`src/hw/rtl/prrs_pkg.sv`:
```
// Shared types, constants and codes of the priority round-robin scheduler.
package prrs_pkg;
   localparam int MaxThreads = 16;
   localparam int PriorityLevels = 5;
   localparam int SlotW = $clog2(MaxThreads);
   localparam int PtrW = SlotW + 1;
   localparam int PriW = 3;
   localparam int LevW = (PriorityLevels > 1) ? $clog2(PriorityLevels) : 1;
   localparam int CntW = $clog2(MaxThreads + 1);
   localparam logic [PtrW-1:0] NoSlot = PtrW'(MaxThreads);
   localparam int QueueDepth = 2;

   localparam logic [15:0] TicksReset = 16'd1000;
   localparam logic [7:0] GuardReset = 8'd10;

   localparam logic [2:0] ModePreempt = 3'd0;
   localparam logic [2:0] ModeAdd = 3'd1;
   localparam logic [2:0] ModeSleep = 3'd2;
   localparam logic [2:0] ModeTimer = 3'd3;
   localparam logic [2:0] ModeKill = 3'd4;

   localparam logic [1:0] StatusOk = 2'd0;
   localparam logic [1:0] StatusBadPri = 2'd1;
   localparam logic [1:0] StatusFull = 2'd2;

   localparam logic [0:0] CsrTicks = 1'b0;
   localparam logic [0:0] CsrGuard = 1'b1;

   typedef enum logic [1:0] {
      SLOT_FREE = 2'd0,
      SLOT_ACTIVE = 2'd1,
      SLOT_RUNNING = 2'd2,
      SLOT_SLEEPING = 2'd3
   } slot_state_type;

   typedef enum logic [1:0] {
      CMD_NONE = 2'd0,
      CMD_PREEMPT = 2'd1,
      CMD_ADD = 2'd2,
      CMD_OTHER = 2'd3
   } cmd_kind_type;

   typedef enum logic [3:0] {
      ST_IDLE,
      ST_MUL,
      ST_DISPATCH,
      ST_ADD_LINK,
      ST_REMOVE,
      ST_INSERT_CHK,
      ST_INSERT_WALK,
      ST_WAKE_LINK,
      ST_PICK,
      ST_RESULT
   } exec_state_type;

   typedef struct packed {
      logic [2:0] mode;
      logic [2:0] new_priority;
      logic [31:0] sleep_amount;
      logic [63:0] now_time;
   } req_type;

   typedef struct packed {
      logic [3:0] running_slot;
      logic running_is_idle;
      logic switch_request;
      logic [1:0] status;
      logic [31:0] assigned_id;
      logic timer_armed;
      logic [63:0] wake_deadline;
   } rsp_type;

   typedef struct packed {
      logic [2:0] mode;
      logic bad_priority;
      logic [PriW-1:0] priority_level;
      logic [31:0] sleep_amount;
      logic [63:0] now_time;
   } cmd_type;
endpackage

```
`src/hw/rtl/prrs_front.sv`:
```
// Front end: accepts events, checks the priority and queues commands.
module prrs_front (
   input logic clock,
   input logic reset,
   input logic req_valid,
   output logic req_stall,
   input prrs_pkg::req_type req_data,
   output logic cmd_valid,
   input logic cmd_take,
   output prrs_pkg::cmd_type cmd_data
);
   import prrs_pkg::*;

   cmd_type q_ff [QueueDepth];
   cmd_type q_in [QueueDepth];
   logic [1:0] cnt_ff, cnt_in;
   logic push;
   cmd_type cmd_new;

   assign req_stall = (cnt_ff == 2'(QueueDepth));
   assign push = req_valid && !req_stall;
   assign cmd_valid = (cnt_ff != 2'd0);
   assign cmd_data = q_ff[0];

   always_comb begin
      cmd_new.mode = req_data.mode;
      cmd_new.bad_priority = (32'(req_data.new_priority) >= PriorityLevels);
      cmd_new.priority_level = req_data.new_priority;
      cmd_new.sleep_amount = req_data.sleep_amount;
      cmd_new.now_time = req_data.now_time;
   end

   always_comb begin
      q_in = q_ff;
      cnt_in = cnt_ff;
      if (cmd_take && cmd_valid) begin
         q_in[0] = q_ff[1];
         cnt_in = cnt_ff - 2'd1;
      end
      if (push) begin
         q_in[cnt_in[0]] = cmd_new;
         cnt_in = cnt_in + 2'd1;
      end
   end

   always_ff @(posedge clock) begin
      if (reset) begin
         cnt_ff <= 2'd0;
      end else begin
         cnt_ff <= cnt_in;
      end
      q_ff <= q_in;
   end
endmodule

```
`config.mk`:
```
export PLATFORM = sky130hd
export DESIGN_NAME = prrs_front
export DESIGN_NICKNAME = d
export VERILOG_FILES = /design/src/hw/rtl/prrs_pkg.sv /design/src/hw/rtl/prrs_front.sv
export SDC_FILE = /design/constraint.sdc
export NUM_CORES = 1
export LEC_CHECK = 0
export ABC_CLOCK_PERIOD_IN_PS = 5150
export BUFFER_PORTS_ARGS = -buffer_cell sky130_fd_sc_hd__buf_4
export CAP_MARGIN = 20
export CELL_PAD_IN_SITES_DETAIL_PLACEMENT = 0
export CELL_PAD_IN_SITES_GLOBAL_PLACEMENT = 2
export CORE_UTILIZATION = 35
export DETAILED_ROUTE_END_ITERATION = 10
export PLACE_DENSITY = 0.92
export SETUP_SLACK_MARGIN = 0.1
export SLEW_MARGIN = 15
export SYNTH_ARGS = -nofsm -noshare
export SYNTH_HDL_FRONTEND = slang
export SYNTH_SLANG_ARGS = --single-unit
```
`constraint.sdc`:
```
create_clock -name clock -period 5.15 [get_ports clock]
set_input_delay 1.03 -clock clock [delete_from_list [all_inputs] [get_ports clock]]
set_output_delay 1.03 -clock clock [all_outputs]
set_load 0.01 [all_outputs]
```
**Word-level counts from Yosys, hierarchy flattened**

Cells that the tools add are included.

- Bits in registers: 208
- Input port bits: 106
- Output and inout bits: 105
- Logic and storage cells: 30

- Add/sub/neg operators: 2
- Order comparisons: 3
- Equal/unequal tests: 1
- Multiplexer cells: 7
- Bitwise gates (word level): 1
- Reduce and logical (&&, ||, !) cells: 5

Operator list:

| cell | number |
|---|---|
| $bwmux W206 | 1 |
| $mux W103 | 2 |
| $mux W206 | 1 |
| $demux W103 S1 | 1 |
| $mux W2 | 2 |
| $ge A3 B3 Y1 const B | 1 |
| $logic_and A1 B1 Y1 | 3 |
| $add A2 B1 Y2 const B | 1 |
| $eq A2 B2 Y1 const B | 1 |
| $ge A2 B2 Y1 const B | 1 |
| $lt A2 B1 Y1 const B | 1 |
| $not A1 Y2 | 1 |
| $reduce_bool A2 Y1 | 1 |
| $sub A2 B1 Y2 const B | 1 |
| $logic_not A1 Y1 | 1 |

**Logic depth before layout (Yosys ltp)**

- Word-level depth: 10
- Gate-level depth with buffers: 10
- Depth with buffers taken out: 7

**Worst setup path after synthesis**

OpenSTA, ideal clock, no wires.

- Path type: in2reg
- From: input port cmd_take
- To: register with a tool-made name
- Data arrival time: 3.849 ns
- Required time: 4.697 ns
- Slack: 0.847 ns
- Stages: 7
- Cells stage by stage: nor2b_1 buf_4 xnor2_4 buf_2 buf_2 inv_1 ha_1

RTL lines:

| element | RTL line | text |
|---|---|---|
| from (decl) | prrs_front.sv:9 | `input logic cmd_take,` |

==> key figures <==
Global routing
  • First-pass GRT wire length: 28.8 mm
  • Top Usage Layer GRT: met2
  • Met1 Track Usage GR: 18.7%
  • GRT Overall Usage: roughly 15%
  • Met3 Use GR: 3.84%
  • Vias in the first global route: 5,287
  • GRT met2 Usage: about 25%
  • Total grt overflow: 0
  • Antenna violations before repair: 1
  • Largest net degree at the start of global routing: 70

Die
  • Core Footprint: about 24,000 um^2
  • Die area: 25,100 um^2
  • Cell Rows: 56
  • Die extent in y: 159 um
  • # IOs: 211
  • Starting Density: a little over a third
  • DIE WIDTH: 159 um

Hold path
  • Worst Hold End: cmd_data[46]
  • Worst Hold Depth: 2
  • Hold WC Path Type: reg -> reg

Yosys
  • Synth Warn #: 0
  • Sequential area share after synthesis: 60.5%
  • Cell area after synthesis: approximately 8600 um^2
  • Post-Synthesis Cells: 690
  • Mean Syn Cell Area: 12.4 um^2
  • Total nets after synthesis: 799
  • FF+latch count, synth: 208
  • Library cells used by synthesis: 25

Worst setup path
  • Critical Path Start: cnt_ff[0]
  • Crit Path Max Fanout: 49
  • Buffers & Inverters on Critical Path: 3
  • RR Startpoint: cnt_ff[0]
  • R2R setup slack: a little under 2 ns
  • R2r worst-path depth: 6
  • Crit path DAT: 3.35 ns
  • CP endpoint kind: flop
  • Critical Path Slowest Stage Cell: ha_4
  • Crit path required time: 5.28 ns
  • CP startpoint kind: flop
  • Critical path class: reg -> reg
  • Max incr delay on CP: about 0.70 ns
  • CP delay by family, top: buffers and inverters
  • CP cell instances: inv_1, ha_1, nand2b_1, inv_4, ha_4, buf_4

Clock tree
  • Post-CTS Hold Fix Bufs: 0
  • Clock sinks: roughly 210
  • CTS tree: done
  • Setup Buffers After CTS: 0
  • CTS Buf Count: 23
  • Worst-path clk slew: 0.06 ns
  • Worst-Skew Late Latency: 0.50 ns
  • Post_cts resized: 0
  • Clk Tree Root Cell: clkbuf_16
  • Clock buffer depth: 3
  • H-Tree Depth: 1

Pwr
  • Leak: between 4 and 5 nW
  • Combinational Power Share: 38.2%
  • Pint: between 4 and 5 mW
  • Maximum vdd drop: 0.293 mV
  • Clk pwr share: 23.0%
  • Sw Share: 34.6%
  • Sequential Power Share: 38.9%
  • Sw Pwr: 2.43 mW
  • Power density over the cells: 678 nW/um^2

Placed design
  • Routability Congestion: 0.710
  • DP HPWL: 11.7 mm
  • Place WS: about 1.6 ns
  • PortBufs: 210

Cells and area
  • P&R area growth vs syn: 21.0%
  • Register area: 5190 um^2
  • # fillers: 2,224
  • Multi-input logic area: 2350 um^2
  • Layout cell share with drive strength beyond 1: 36.2%
  • Nets: ~890

Outcome
  • Status: finished clean

STA
  • Slew Viols, Final: 0
  • Fin crit period: 3.22 ns
  • Measured slew at the worst slew-check pin: roughly 0.74 ns
  • Final TNS setup: 0 ns
  • RSZ-0062 raised after global routing: false
  • Slew HR: 50.9%
  • Final Worst Setup Slack: a little under 2 ns
  • FMAX: 311 MHz
  • Clk_skew: 0.0109 ns
  • Final Hold Viols: 0
  • Crit share post-route: 62.4%
  • Final count of negative-setup-slack endpoints: 0

Flow run
  • Max-cap check violation count: 0

Drt
  • DRC: 0
  • DRT iter0 DRCs: between 200 and 300
  • First drt pass iteration count: 5
  • Total Wirelength: roughly 19 mm
  • Routed vias: 5,316
  • ANT nets after route: 0
  • Drt wl/cell: approximately 17 um
  • Vias per inst: 4.74
[synthesized netlist by cell type]
master,count,area (um^2)
dfxtp_1,105,2100
clkbuf_1,15,56.3
buf_4,105,788
o21ai_2,30,263
o21a_1,1,7.51
o21ai_0,34,170
o21ai_1,40,200
inv_1,4,15.0
clkinv_1,1,3.75
a21oi_1,1,5.00
or3_1,1,6.26
nor3_1,1,5.00
clkbuf_2,3,15.0
a22oi_1,1,7.51
buf_6,8,90.1
nor2b_1,2,12.5
mux2i_1,103,1030
buf_2,18,90.1
nand2b_1,2,12.5
xnor2_4,1,27.5
and2_4,1,8.76
ha_1,3,37.5
nor2_1,2,7.51
edfxtp_1,103,3090
nand3_1,105,526
[cells by family (layout without fill, tap and decap cells)]
| family | after synthesis | count (layout) | synth area share, % |
|---|---|---|---|
| adders and majority gates | 3 | 3 | 0.437 |
| muxes | 103 | 103 | 12.0 |
| other | 0 | 1 | 0 |
| xor gates and xnor gates | 1 | 1 | 0.321 |
| and+or+nand+nor | 114 | 114 | 6.74 |
| DFF | 208 | 208 | 60.5 |
| buffers and inverters | 154 | 265 | 12.3 |
| AOI/OAI and AO/OA | 107 | 107 | 7.61 |
[worst register-to-register path: cells and delay by family (launching register included)]
kind | cells | cell delay, ns
adder cells (fa/ha/maj) | 2 | 0.94
AND/OR/NAND/NOR | 1 | 0.25
flip-flops | 1 | 0.47
buffers and inverters | 3 | 1.19
[worst max path at each step]
stage	to	cells past startpoint	slack, ns
floorplan	flop	7	0.85
global placement	flop	7	1.66
detailed placement	flop	5	1.62
CTS	flop	6	1.82
global route	flop	6	1.67
finish	flop	6	1.93
[final cells by class]
class | count | share of cell area [%]
clock buffers | 33 | 6.29
well taps | 319 | 3.84
diodes | 1 | 0.0241
inverters | 5 | 0.205
repair buffers | 219 | 16.1
clock inverters | 8 | 0.904
multi-input cells | 328 | 22.6
flip-flops and latches | 208 | 50.0
[cells in the final DEF (no fill, tap or decap), types with 2 or more instances in the layout]
cell and instances:
mux2i_1 103, buf_4 217, inv_1 4, o21ai_1 40
clkbuf_8 4, o21ai_2 30, buf_12 2, dfxtp_1 105
clkbuf_1 6, edfxtp_1 103, ha_1 2, o21ai_0 34
clkinv_2 5, bufinv_16 2, nand3_1 105, nor2_1 2
clkbuf_16 23
[layer usage]
| metal | vias to the layer above | wire [um] |
|---|---|---|
| met2 | 164 | 9230 |
| li1 | 2581 | - |
| met5 | - | 0 |
| met3 | 27 | 1300 |
| met4 | 0 | 398 |
| met1 | 2544 | 8270 |
[through the flow]
step | cells | power [mW] | hold slack, ns | utilization, % | instance area, um^2
2_1_floorplan | 690 | 4.92 | 0.482 | - | 8580
3_3_place_gp | 1079 | 5.46 | 0.487 | 40.6 | 9630
3_5_place_dp | 1079 | 5.50 | 0.502 | 40.6 | 9630
4_1_cts | 1120 | 7.15 | 0.511 | 43.7 | 10400
5_1_grt | 1121 | 7.49 | 0.532 | 43.7 | 10400
6_report | 1121 | 7.04 | 0.507 | 43.7 | 10400
[power by group through the flow]
stage	Sequential, mW	Clock (mW)	Combinational, mW
after floorplan	2.69	0	2.23
after global placement	2.76	0	2.69
after detailed placement	2.77	0	2.73
after CTS	2.75	1.66	2.74
after global routing	2.80	1.73	2.97
final	2.74	1.62	2.69
Power figures use the tool's default switching activity.
